File: src/rtl/swb_pkg.sv
// swb_pkg: shared types and constants of the subtract-with-borrow generator
// used by the interfaces, the seed sequencer and the top level
package swb_pkg;

    localparam int WORD_W  = 32;
    localparam int MUL_B_W = 13;
    localparam int PROD_W  = 8;

    // request codes
    localparam logic REQ_SEED = 1'b0;
    localparam logic REQ_NEXT = 1'b1;

    // seed arithmetic constants
    localparam logic [WORD_W-1:0]  LCG_MUL    = 32'd8191;
    localparam logic [WORD_W-1:0]  LCG_ADD    = 32'd131071;
    localparam logic [WORD_W-1:0]  CONG_MUL   = 32'd53;
    localparam logic [WORD_W-1:0]  CONG_ADD   = 32'd1;
    localparam int                 PROD_MOD   = 179;
    localparam int                 CONG_MOD   = 169;
    localparam int                 BIT_MOD    = 63;
    localparam int                 BIT_THRESH = 32;

    // top level control
    typedef enum logic [1:0] {
        ST_IDLE,
        ST_CALC,
        ST_SEED
    } swb_state_t;

    // seed sequencer states
    typedef enum logic [3:0] {
        SD_IDLE,
        SD_INIT_MUL,
        SD_INIT_MOD,
        SD_P1_MUL,
        SD_P1_MOD,
        SD_P2_MUL,
        SD_P2_MOD,
        SD_C_MUL,
        SD_C_MOD,
        SD_B_MUL,
        SD_B_MOD
    } swb_seed_state_t;

    // status from the seed sequencer to the top level
    typedef struct packed {
        logic wr_en;
        logic done;
    } swb_seed_status_t;

endpackage

File: src/rtl/swb_if.sv
// swb_if: request and response channels of the generator
// depends on swb_pkg for the word width
interface swb_req_if;
    logic                       valid;
    logic                       ready;
    logic                       req_type;
    logic [swb_pkg::WORD_W-1:0] seed_value;

    modport source (output valid, output req_type, output seed_value, input ready);
    modport sink   (input valid, input req_type, input seed_value, output ready);
endinterface

interface swb_rsp_if;
    logic                       valid;
    logic                       ready;
    logic [swb_pkg::WORD_W-1:0] random_word;

    modport source (output valid, output random_word, input ready);
    modport sink   (input valid, input random_word, output ready);
endinterface

File: src/rtl/swb_ram.sv
// swb_ram: generic single write, single read memory with registered read data
// no dependencies
module swb_ram #(
    parameter int WIDTH = 32,
    parameter int DEPTH = 43
) (
    input  logic                     clk,
    input  logic                     wr_en,
    input  logic [$clog2(DEPTH)-1:0] wr_addr,
    input  logic [WIDTH-1:0]         wr_data,
    input  logic [$clog2(DEPTH)-1:0] rd_addr,
    output logic [WIDTH-1:0]         rd_data
);

    logic [WIDTH-1:0] mem [DEPTH];
    logic [WIDTH-1:0] rd_data_reg;

    // write port and registered read
    always_ff @(posedge clk)
    begin
        if (wr_en)
        begin
            mem[wr_addr] <= wr_data;
        end
        rd_data_reg <= mem[rd_addr];
    end

    assign rd_data = rd_data_reg;

endmodule

File: src/rtl/swb_seeder.sv
// swb_seeder: multi-cycle sequencer that builds the ring words from a seed
// one shared multiplier and a byte-serial modulo unit; depends on swb_pkg
module swb_seeder #(
    parameter int LONG_LAG = 43
) (
    input  logic                                clk,
    input  logic                                rst_n,
    input  logic                                start,
    input  logic [swb_pkg::WORD_W-1:0]          seed,
    output swb_pkg::swb_seed_status_t           status,
    output logic [$clog2(LONG_LAG)-1:0]         wr_addr,
    output logic [swb_pkg::WORD_W-1:0]          wr_data
);

    localparam int PTR_W = $clog2(LONG_LAG);
    localparam int HW    = (PTR_W > 8) ? PTR_W : 8;
    localparam int MOD_W = HW + 1;
    localparam int MUL_W = swb_pkg::WORD_W + swb_pkg::MUL_B_W;

    swb_pkg::swb_seed_state_t state_reg, state_next;

    logic [swb_pkg::WORD_W-1:0]  t_reg;
    logic [swb_pkg::WORD_W-1:0]  cong_reg;
    logic [HW-1:0]               hist0_reg, hist1_reg, hist2_reg;
    logic [swb_pkg::PROD_W-1:0]  prod_reg;
    logic [swb_pkg::WORD_W-1:0]  acc_reg;
    logic [MOD_W-1:0]            rem_reg;
    logic [1:0]                  digit_reg;
    logic [1:0]                  init_cnt_reg;
    logic [4:0]                  bit_cnt_reg;
    logic [PTR_W-1:0]            word_reg;

    logic [swb_pkg::WORD_W-1:0]  mul_a;
    logic [swb_pkg::MUL_B_W-1:0] mul_b;
    logic [swb_pkg::WORD_W-1:0]  mul_add;
    logic [MUL_W-1:0]            mul_full;
    logic [swb_pkg::WORD_W-1:0]  mul_res;
    logic [MOD_W-1:0]            modulus;
    logic [MOD_W-1:0]            rem_step;
    logic                        mod_last;
    logic                        rand_bit;
    logic                        last_bit;
    logic                        last_word;

    // multiplier operand selection
    always_comb
    begin
        mul_a   = t_reg;
        mul_b   = swb_pkg::MUL_B_W'(swb_pkg::LCG_MUL);
        mul_add = swb_pkg::LCG_ADD;
        case (state_reg)
            swb_pkg::SD_P1_MUL:
            begin
                mul_a   = swb_pkg::WORD_W'(hist0_reg);
                mul_b   = swb_pkg::MUL_B_W'(hist1_reg);
                mul_add = '0;
            end
            swb_pkg::SD_P2_MUL:
            begin
                mul_a   = t_reg;
                mul_b   = swb_pkg::MUL_B_W'(hist2_reg);
                mul_add = '0;
            end
            swb_pkg::SD_C_MUL:
            begin
                mul_a   = cong_reg;
                mul_b   = swb_pkg::MUL_B_W'(swb_pkg::CONG_MUL);
                mul_add = swb_pkg::CONG_ADD;
            end
            swb_pkg::SD_B_MUL:
            begin
                mul_a   = swb_pkg::WORD_W'(prod_reg);
                mul_b   = swb_pkg::MUL_B_W'(cong_reg[7:0]);
                mul_add = '0;
            end
            default:
            begin
                mul_a   = t_reg;
                mul_b   = swb_pkg::MUL_B_W'(swb_pkg::LCG_MUL);
                mul_add = swb_pkg::LCG_ADD;
            end
        endcase
    end

    // shared multiplier, product wraps at 32 bits
    assign mul_full = MUL_W'(mul_a) * MUL_W'(mul_b);
    assign mul_res  = mul_full[swb_pkg::WORD_W-1:0] + mul_add;

    // modulus for the running reduction
    always_comb
    begin
        case (state_reg)
            swb_pkg::SD_INIT_MOD: modulus = MOD_W'(LONG_LAG);
            swb_pkg::SD_P1_MOD,
            swb_pkg::SD_P2_MOD:   modulus = MOD_W'(swb_pkg::PROD_MOD);
            swb_pkg::SD_C_MOD:    modulus = MOD_W'(swb_pkg::CONG_MOD);
            default:              modulus = MOD_W'(swb_pkg::BIT_MOD);
        endcase
    end

    // restoring reduction over the top byte of t_reg
    always_comb
    begin
        logic [MOD_W-1:0] r;
        r = rem_reg;
        for (int i = 0; i < 8; i++)
        begin
            r = {r[MOD_W-2:0], t_reg[swb_pkg::WORD_W-1-i]};
            if (r >= modulus)
            begin
                r = r - modulus;
            end
        end
        rem_step = r;
    end

    assign mod_last  = (digit_reg == 2'd3);
    assign rand_bit  = (rem_step >= MOD_W'(swb_pkg::BIT_THRESH));
    assign last_bit  = (bit_cnt_reg == 5'd31);
    assign last_word = (word_reg == PTR_W'(LONG_LAG - 1));

    // next state
    always_comb
    begin
        state_next = state_reg;
        unique case (state_reg)
            swb_pkg::SD_IDLE:     if (start) state_next = swb_pkg::SD_INIT_MUL;
            swb_pkg::SD_INIT_MUL: state_next = swb_pkg::SD_INIT_MOD;
            swb_pkg::SD_INIT_MOD:
            begin
                if (mod_last)
                begin
                    state_next = (init_cnt_reg == 2'd2) ? swb_pkg::SD_P1_MUL :
                                                          swb_pkg::SD_INIT_MUL;
                end
            end
            swb_pkg::SD_P1_MUL:   state_next = swb_pkg::SD_P1_MOD;
            swb_pkg::SD_P1_MOD:   if (mod_last) state_next = swb_pkg::SD_P2_MUL;
            swb_pkg::SD_P2_MUL:   state_next = swb_pkg::SD_P2_MOD;
            swb_pkg::SD_P2_MOD:   if (mod_last) state_next = swb_pkg::SD_C_MUL;
            swb_pkg::SD_C_MUL:    state_next = swb_pkg::SD_C_MOD;
            swb_pkg::SD_C_MOD:    if (mod_last) state_next = swb_pkg::SD_B_MUL;
            swb_pkg::SD_B_MUL:    state_next = swb_pkg::SD_B_MOD;
            swb_pkg::SD_B_MOD:
            begin
                if (mod_last)
                begin
                    state_next = (last_bit && last_word) ? swb_pkg::SD_IDLE :
                                                           swb_pkg::SD_P1_MUL;
                end
            end
            default:              state_next = swb_pkg::SD_IDLE;
        endcase
    end

    // outputs
    always_comb
    begin
        status.wr_en = (state_reg == swb_pkg::SD_B_MOD) && mod_last && last_bit;
        status.done  = status.wr_en && last_word;
        wr_addr      = word_reg;
        wr_data      = {acc_reg[swb_pkg::WORD_W-2:0], rand_bit};
    end

    // control registers
    always_ff @(posedge clk or negedge rst_n)
    begin
        if (!rst_n)
        begin
            state_reg    <= swb_pkg::SD_IDLE;
            digit_reg    <= '0;
            init_cnt_reg <= '0;
            bit_cnt_reg  <= '0;
            word_reg     <= '0;
        end
        else
        begin
            state_reg <= state_next;
            case (state_reg)
                swb_pkg::SD_IDLE:
                begin
                    init_cnt_reg <= '0;
                    bit_cnt_reg  <= '0;
                    word_reg     <= '0;
                end
                swb_pkg::SD_INIT_MUL, swb_pkg::SD_P1_MUL, swb_pkg::SD_P2_MUL,
                swb_pkg::SD_C_MUL, swb_pkg::SD_B_MUL:
                begin
                    digit_reg <= '0;
                end
                swb_pkg::SD_INIT_MOD:
                begin
                    digit_reg <= digit_reg + 2'd1;
                    if (mod_last)
                    begin
                        init_cnt_reg <= init_cnt_reg + 2'd1;
                    end
                end
                swb_pkg::SD_B_MOD:
                begin
                    digit_reg <= digit_reg + 2'd1;
                    if (mod_last)
                    begin
                        bit_cnt_reg <= bit_cnt_reg + 5'd1;
                        if (last_bit)
                        begin
                            word_reg <= word_reg + 1'b1;
                        end
                    end
                end
                default:
                begin
                    digit_reg <= digit_reg + 2'd1;
                end
            endcase
        end
    end

    // datapath registers
    always_ff @(posedge clk)
    begin
        case (state_reg)
            swb_pkg::SD_IDLE:
            begin
                if (start)
                begin
                    t_reg    <= seed;
                    cong_reg <= seed;
                end
            end
            swb_pkg::SD_INIT_MUL, swb_pkg::SD_P1_MUL, swb_pkg::SD_P2_MUL,
            swb_pkg::SD_C_MUL, swb_pkg::SD_B_MUL:
            begin
                t_reg   <= mul_res;
                rem_reg <= '0;
            end
            default:
            begin
                rem_reg <= rem_step;
                if (!mod_last)
                begin
                    // next byte of the dividend
                    t_reg <= {t_reg[swb_pkg::WORD_W-9:0], 8'h00};
                end
                else
                begin
                    case (state_reg)
                        swb_pkg::SD_INIT_MOD:
                        begin
                            hist0_reg <= hist1_reg;
                            hist1_reg <= hist2_reg;
                            hist2_reg <= rem_step[HW-1:0];
                            t_reg     <= swb_pkg::WORD_W'(rem_step);
                        end
                        swb_pkg::SD_P1_MOD:
                        begin
                            t_reg <= swb_pkg::WORD_W'(rem_step);
                        end
                        swb_pkg::SD_P2_MOD:
                        begin
                            prod_reg <= rem_step[swb_pkg::PROD_W-1:0];
                        end
                        swb_pkg::SD_C_MOD:
                        begin
                            cong_reg <= swb_pkg::WORD_W'(rem_step);
                        end
                        default:
                        begin
                            // bit done: shift into word, retire oldest history value
                            acc_reg   <= {acc_reg[swb_pkg::WORD_W-2:0], rand_bit};
                            hist0_reg <= hist1_reg;
                            hist1_reg <= hist2_reg;
                            hist2_reg <= HW'(prod_reg);
                        end
                    endcase
                end
            end
        endcase
    end

endmodule

File: src/rtl/swb_random_generator_unit.sv
// swb_random_generator_unit: top level of the subtract-with-borrow generator
// depends on swb_pkg, swb_if, swb_ram and swb_seeder
//
// Subtract-with-borrow generator with lags LONG_LAG and SHORT_LAG on 32-bit
// words. The lag ring lives in two copies of a small synchronous RAM, one read
// at the current slot and one at the short-lag slot, both written together. A
// next request reads both lags at the accepting edge; in ST_CALC the generator
// subtracts with borrow, writes the slot back and loads the output register
// (it waits there only while an earlier word is still pending). A seed
// request is worked out by a sequencer with one shared multiplier and a
// byte-serial modulo unit; no request is taken while it runs. Ring slots
// never written since reset read as zero.
module swb_random_generator_unit #(
    parameter int LONG_LAG  = 43,
    parameter int SHORT_LAG = 22
) (
    input  logic     clk,
    input  logic     rst_n,
    swb_req_if.sink  req,
    swb_rsp_if.source rsp
);

    localparam int PTR_W = $clog2(LONG_LAG);
    localparam int SHIFT = LONG_LAG - (SHORT_LAG % LONG_LAG);

    swb_pkg::swb_state_t state_reg, state_next;

    logic [PTR_W-1:0]           ptr_reg, ptr_next;
    logic                       borrow_reg;
    logic [LONG_LAG-1:0]        slot_valid_reg;
    logic                       rd_long_valid_reg;
    logic                       rd_short_valid_reg;
    logic                       out_valid_reg;
    logic [swb_pkg::WORD_W-1:0] out_word_reg;

    logic [PTR_W:0]             q_sum;
    logic [PTR_W-1:0]           q_ptr;
    logic [swb_pkg::WORD_W-1:0] rd_long;
    logic [swb_pkg::WORD_W-1:0] rd_short;
    logic [swb_pkg::WORD_W-1:0] lag_long;
    logic [swb_pkg::WORD_W-1:0] lag_short;
    logic [swb_pkg::WORD_W:0]   sub_sum;
    logic [swb_pkg::WORD_W:0]   diff;
    logic                       borrow_next;

    logic                       req_fire;
    logic                       calc_en;
    logic                       calc_fire;
    logic                       seed_start;
    logic                       seeding;

    swb_pkg::swb_seed_status_t  seed_status;
    logic [PTR_W-1:0]           seed_addr;
    logic [swb_pkg::WORD_W-1:0] seed_data;

    logic                       wr_en;
    logic [PTR_W-1:0]           wr_addr;
    logic [swb_pkg::WORD_W-1:0] wr_data;

    // short-lag slot
    assign q_sum = {1'b0, ptr_reg} + (PTR_W+1)'(SHIFT);
    assign q_ptr = (q_sum >= (PTR_W+1)'(LONG_LAG)) ?
                   PTR_W'(q_sum - (PTR_W+1)'(LONG_LAG)) : q_sum[PTR_W-1:0];

    // ring copies: long lag at the pointer, short lag at q_ptr
    swb_ram #(
        .WIDTH (swb_pkg::WORD_W),
        .DEPTH (LONG_LAG)
    ) u_ram_long (
        .clk     (clk),
        .wr_en   (wr_en),
        .wr_addr (wr_addr),
        .wr_data (wr_data),
        .rd_addr (ptr_reg),
        .rd_data (rd_long)
    );

    swb_ram #(
        .WIDTH (swb_pkg::WORD_W),
        .DEPTH (LONG_LAG)
    ) u_ram_short (
        .clk     (clk),
        .wr_en   (wr_en),
        .wr_addr (wr_addr),
        .wr_data (wr_data),
        .rd_addr (q_ptr),
        .rd_data (rd_short)
    );

    // seed sequencer
    swb_seeder #(
        .LONG_LAG (LONG_LAG)
    ) u_seeder (
        .clk     (clk),
        .rst_n   (rst_n),
        .start   (seed_start),
        .seed    (req.seed_value),
        .status  (seed_status),
        .wr_addr (seed_addr),
        .wr_data (seed_data)
    );

    // subtract with borrow on the registered lags
    assign lag_long    = rd_long_valid_reg  ? rd_long  : '0;
    assign lag_short   = rd_short_valid_reg ? rd_short : '0;
    assign sub_sum     = {1'b0, lag_long} + (swb_pkg::WORD_W+1)'(borrow_reg);
    assign diff        = {1'b0, lag_short} - sub_sum;
    assign borrow_next = (sub_sum > {1'b0, lag_short});

    assign req_fire  = req.valid && req.ready;
    assign calc_fire = calc_en && (!out_valid_reg || rsp.ready);

    // ring write port shared by seeding and next requests
    assign wr_en   = calc_fire || seed_status.wr_en;
    assign wr_addr = seeding ? seed_addr : ptr_reg;
    assign wr_data = seeding ? seed_data : diff[swb_pkg::WORD_W-1:0];

    assign ptr_next = (ptr_reg == PTR_W'(LONG_LAG - 1)) ? '0 : ptr_reg + 1'b1;

    // next state
    always_comb
    begin
        state_next = state_reg;
        unique case (state_reg)
            swb_pkg::ST_IDLE:
            begin
                if (req_fire)
                begin
                    state_next = (req.req_type == swb_pkg::REQ_NEXT) ?
                                 swb_pkg::ST_CALC : swb_pkg::ST_SEED;
                end
            end
            swb_pkg::ST_CALC: if (calc_fire) state_next = swb_pkg::ST_IDLE;
            swb_pkg::ST_SEED: if (seed_status.done) state_next = swb_pkg::ST_IDLE;
            default:          state_next = swb_pkg::ST_IDLE;
        endcase
    end

    // control outputs
    always_comb
    begin
        req.ready  = (state_reg == swb_pkg::ST_IDLE);
        calc_en    = (state_reg == swb_pkg::ST_CALC);
        seeding    = (state_reg == swb_pkg::ST_SEED);
        seed_start = (state_reg == swb_pkg::ST_IDLE) && req.valid &&
                     (req.req_type == swb_pkg::REQ_SEED);
    end

    // control state
    always_ff @(posedge clk or negedge rst_n)
    begin
        if (!rst_n)
        begin
            state_reg          <= swb_pkg::ST_IDLE;
            ptr_reg            <= '0;
            borrow_reg         <= 1'b0;
            slot_valid_reg     <= '0;
            rd_long_valid_reg  <= 1'b0;
            rd_short_valid_reg <= 1'b0;
            out_valid_reg      <= 1'b0;
        end
        else
        begin
            state_reg          <= state_next;
            rd_long_valid_reg  <= slot_valid_reg[ptr_reg];
            rd_short_valid_reg <= slot_valid_reg[q_ptr];
            if (wr_en)
            begin
                slot_valid_reg[wr_addr] <= 1'b1;
            end
            if (calc_fire)
            begin
                ptr_reg       <= ptr_next;
                borrow_reg    <= borrow_next;
                out_valid_reg <= 1'b1;
            end
            else if (rsp.ready)
            begin
                out_valid_reg <= 1'b0;
            end
            if (seed_status.done)
            begin
                ptr_reg    <= '0;
                borrow_reg <= 1'b0;
            end
        end
    end

    // output word
    always_ff @(posedge clk)
    begin
        if (calc_fire)
        begin
            out_word_reg <= diff[swb_pkg::WORD_W-1:0];
        end
    end

    assign rsp.valid       = out_valid_reg;
    assign rsp.random_word = out_word_reg;

endmodule

File: src/flat_wrapper.sv
// flat-port wrapper written by rule: the top's interface ports become plain ports
module swb_random_generator_unit_flat 
#(
    parameter int LONG_LAG  = 43,
    parameter int SHORT_LAG = 22
)
  (clk, rst_n, req_valid, req_req_type, req_seed_value, req_ready, rsp_valid, rsp_random_word, rsp_ready);
  swb_req_if req_i ();
  swb_rsp_if rsp_i ();
  input  logic clk;
  input  logic rst_n;
  input wire logic [$bits(req_i.valid)-1:0] req_valid;
  input wire logic [$bits(req_i.req_type)-1:0] req_req_type;
  input wire logic [$bits(req_i.seed_value)-1:0] req_seed_value;
  output wire logic [$bits(req_i.ready)-1:0] req_ready;
  output wire logic [$bits(rsp_i.valid)-1:0] rsp_valid;
  output wire logic [$bits(rsp_i.random_word)-1:0] rsp_random_word;
  input wire logic [$bits(rsp_i.ready)-1:0] rsp_ready;
  assign req_i.valid = req_valid;
  assign req_i.req_type = req_req_type;
  assign req_i.seed_value = req_seed_value;
  assign req_ready = req_i.ready;
  assign rsp_valid = rsp_i.valid;
  assign rsp_random_word = rsp_i.random_word;
  assign rsp_i.ready = rsp_ready;
  swb_random_generator_unit #(.LONG_LAG(LONG_LAG), .SHORT_LAG(SHORT_LAG)) u_core (.clk(clk), .rst_n(rst_n), .req(req_i), .rsp(rsp_i));
endmodule
File: config.mk
export PLATFORM = sky130hd
export DESIGN_NAME = swb_random_generator_unit_flat
export DESIGN_NICKNAME = d
export VERILOG_FILES = /design/src/rtl/swb_pkg.sv /design/src/rtl/swb_if.sv /design/src/rtl/swb_ram.sv /design/src/rtl/swb_seeder.sv /design/src/rtl/swb_random_generator_unit.sv /design/src/flat_wrapper.sv
export SDC_FILE = /design/constraint.sdc
export NUM_CORES = 2
export LEC_CHECK = 0
export BUFFER_PORTS_ARGS = -buffer_cell sky130_fd_sc_hd__buf_2
export CORE_MARGIN = 2
export CORE_UTILIZATION = 55
export DETAILED_ROUTE_END_ITERATION = 16
export MAX_ROUTING_LAYER = met4
export PLACE_DENSITY = 0.71
export SLEW_MARGIN = 0
export SYNTH_ARGS = -nofsm -noshare
export SYNTH_HDL_FRONTEND = slang
export SYNTH_HIERARCHICAL = 1
export SYNTH_SLANG_ARGS = --single-unit
File: constraint.sdc
create_clock -name clk -period 35.6 [get_ports clk]
set_input_delay 0 -clock clk [delete_from_list [all_inputs] [get_ports clk]]
set_output_delay 0 -clock clk [all_outputs]
set_load 0.02 [all_outputs]
==> summary.txt <==
status - completed
I/O Pins - 71
synthesized area - 136000 sq um
register area - 90800 sq um
unrepaired setup endpoints after global routing - false
max cap viols - 0
Yosys warning total - 6
core area - 246000 sq um
kind of critical path - register to register
first-pass GRT wire length - 518 mm
async set or reset register ratio after synthesis - 2.42%
Clock transition at path regs - 60 ps
Slew Limit Fails - 0
HP Class - input port to async pin
pin count of the biggest net entering global routing - 161
Worst R2R Setup Slack - 13250 ps
Vert. Die Dim - 502 um
Fin. Hold Viols - 0
Setup TNS - 0 ps
Final Skew - 48.7 ps
share of post-route cells with drive strength above 1 - 16.2%
FILL cells - 17500
Final nets - 9018
routed wire length per instance - 29.5 um
Slew @ Worst Pin - 1300 ps
RR Endpoint - u_core/u_ram_long/mem[15][0]
CP Capture Type - register
reg2reg start - u_core/u_seeder/state_reg[3]
GRT Util Overall - 29.1%
post-synthesis sequential area ratio - 66.6%
count of cell types in the netlist - 117
Slew HR - 13.0%
Final Cycle Share - 62.8%
H-Tree Depth - 5
dpl hpwl - 210 mm
root cell of the clock tree - clkbuf_16
CTS Buf Count - 317
Setup Fix Bufs, Post-CTS - 0
final setup violating endpoints - 0
worst skew pair latency - 960 ps
grt total ovfl - 0
routability cong. - 0.937
number of synthesized flops with an enable pin - 2919
initial drt markers - 8937
routed via count - 76900
Starting Density - 55.4%
area occupied by multi-input gates - 42700 sq um
hold buffers post-CTS - 73
Synth Flop Type - edfxtp_1
CP arrival - 22880 ps
R2R depth - 85
crit-path max cell delay - 590 ps
Critical Path RT - 36130 ps
most used cell, CP - a21o_1
Residual DRC - 0
CTS Buffer Depth - 4
Post-Syn Instances - 8283
FMAX - 44.8 MHz
via/cell ratio - 6.38
post-CTS sizing - 0
std cell rows - 182
total iterations of the first detailed-routing run - 7
DIE AREA - 252000 sq um
syn nets - 8791
startpoint types - register
fin crit period - 22350 ps
TritonCTS clock tree - done
total wire length - 356 mm
syn avg cell area - 16.5 sq um
#FFs+latches synth - 3057
CP max-delay cell - dfrtp_1
Die Span X - 502 um
Port-buffer cells - 70
remaining antenna violation count - 0
number of global-route vias before repair - 76900
Area Growth Syn to Fin - 11.0%
initial antenna violation count - 16
CP Max Fanout - 86
Num Clock Sinks - 3057
[how the worst max path moves through the flow]
stage	startpoint	end	slack (ps)	cells after the start
2_1_floorplan	u_core/u_seeder/state_reg[3]	u_core/u_ram_long/mem[0][0]	15230	90
3_3_place_gp	u_core/u_seeder/state_reg[3]	u_core/u_ram_short/mem[36][0]	13260	82
6_report	u_core/u_seeder/state_reg[3]	u_core/u_ram_long/mem[15][0]	13250	85
4_1_cts	u_core/u_seeder/state_reg[3]	u_core/u_ram_long/mem[38][0]	13070	83
3_5_place_dp	u_core/u_seeder/state_reg[3]	u_core/u_ram_short/mem[37][0]	13220	83
5_1_grt	u_core/u_seeder/state_reg[3]	u_core/u_ram_long/mem[37][0]	11040	83
[final cells by class]
cell class	instances	area share, %
clock inverter	163	0.792
clock buffer	386	5.48
tap	3312	2.74
antenna	11	0.0182
timing repair buffer	322	1.66
sequential	3057	60.0
multi-input combinational	4378	28.2
inverter	434	1.08
[critical path: cells and delay by family (launching register included)]
kind / cells / cell delay, ps
compound gates: 41 / 9720
xor+xnor: 8 / 2610
fa+ha+maj: 8 / 2750
buf+inv: 10 / 1530
flops: 1 / 590
mux: 1 / 530
simple gates: 17 / 4070
[cells in the mapped netlist, types with 74 or more instances]
cell         n  share of area [%]
a22o_1     120               0.77
dfrtp_1     74                1.4
fa_1       279                4.1
clkbuf_1   217               0.60
mux2i_1    705                5.2
o211ai_1   119               0.66
a21oi_1    239               0.88
mux2_2     134                1.1
inv_1      429                1.2
ha_1       192                1.8
a22oi_1    114               0.63
edfxtp_1  2919                 64
xnor2_1     98               0.63
nand2_1    545                1.5
o21ai_0    141               0.52
mux4_2     398                6.6
nor2_1     303               0.83
[cell families after synthesis]
| group | after synthesis | share of synthesized area (%) |
|---|---|---|
| flip-flops | 3057 | 66.6 |
| AND/OR/NAND/NOR | 1264 | 4.23 |
| AO/OA/AOI/OAI | 1247 | 6.54 |
| multiplexers | 1245 | 12.9 |
| buffers and inverters | 848 | 2.81 |
| adder cells (fa/ha/maj) | 472 | 5.87 |
| XOR/XNOR | 150 | 0.983 |
[cell usage in the layout (no fill, tap or decap), types with 58 or more instances in the layout]
master and instances:
dfxtp_1 64, inv_1 428, o211ai_1 119, a21oi_1 238
nor2b_1 61, o21ai_0 141, mux4_2 398, edfxtp_1 2919
a22o_1 120, buf_2 69, mux2_2 123, buf_4 173
dlygate4sd3_1 73, ha_1 192, xnor2_1 97, dfrtp_1 68
nand2_1 531, clkinv_2 58, clkinv_1 67, nor2_4 87
clkbuf_16 319, mux2i_1 705, fa_1 279, a221oi_1 73
a22oi_1 114, a21o_1 72, nor2_1 216, clkbuf_1 61
[per-layer routing]
metal  global-route usage [%]  vias up  part of all wire, %
met4                     11.1        0                  4.1
li1                         -    32500                    -
met3                     4.40      629                  8.7
met1                     39.3    39900                   39
met2                     45.0     3829                   48
met5                        -        -                    0
[metrics by stage]
stage / util [%] / instances / instance area [sq um] / hold slack [ps] / worst slack (ps)
3_5_place_dp: 57.3 / 11400 / 141000 / -155 / 13220
6_report: 61.5 / 12100 / 151000 / 107 / 13250
4_1_cts: 61.5 / 12100 / 151000 / 9.74 / 13070
3_3_place_gp: 57.3 / 11400 / 141000 / -157 / 13260
2_1_floorplan: - / 8283 / 136000 / -296 / 15230
5_1_grt: 61.5 / 12100 / 151000 / 97.1 / 11040
Power is not shown: default switching activity piles up to over one toggle a cycle in this logic, so the estimate is an artifact.
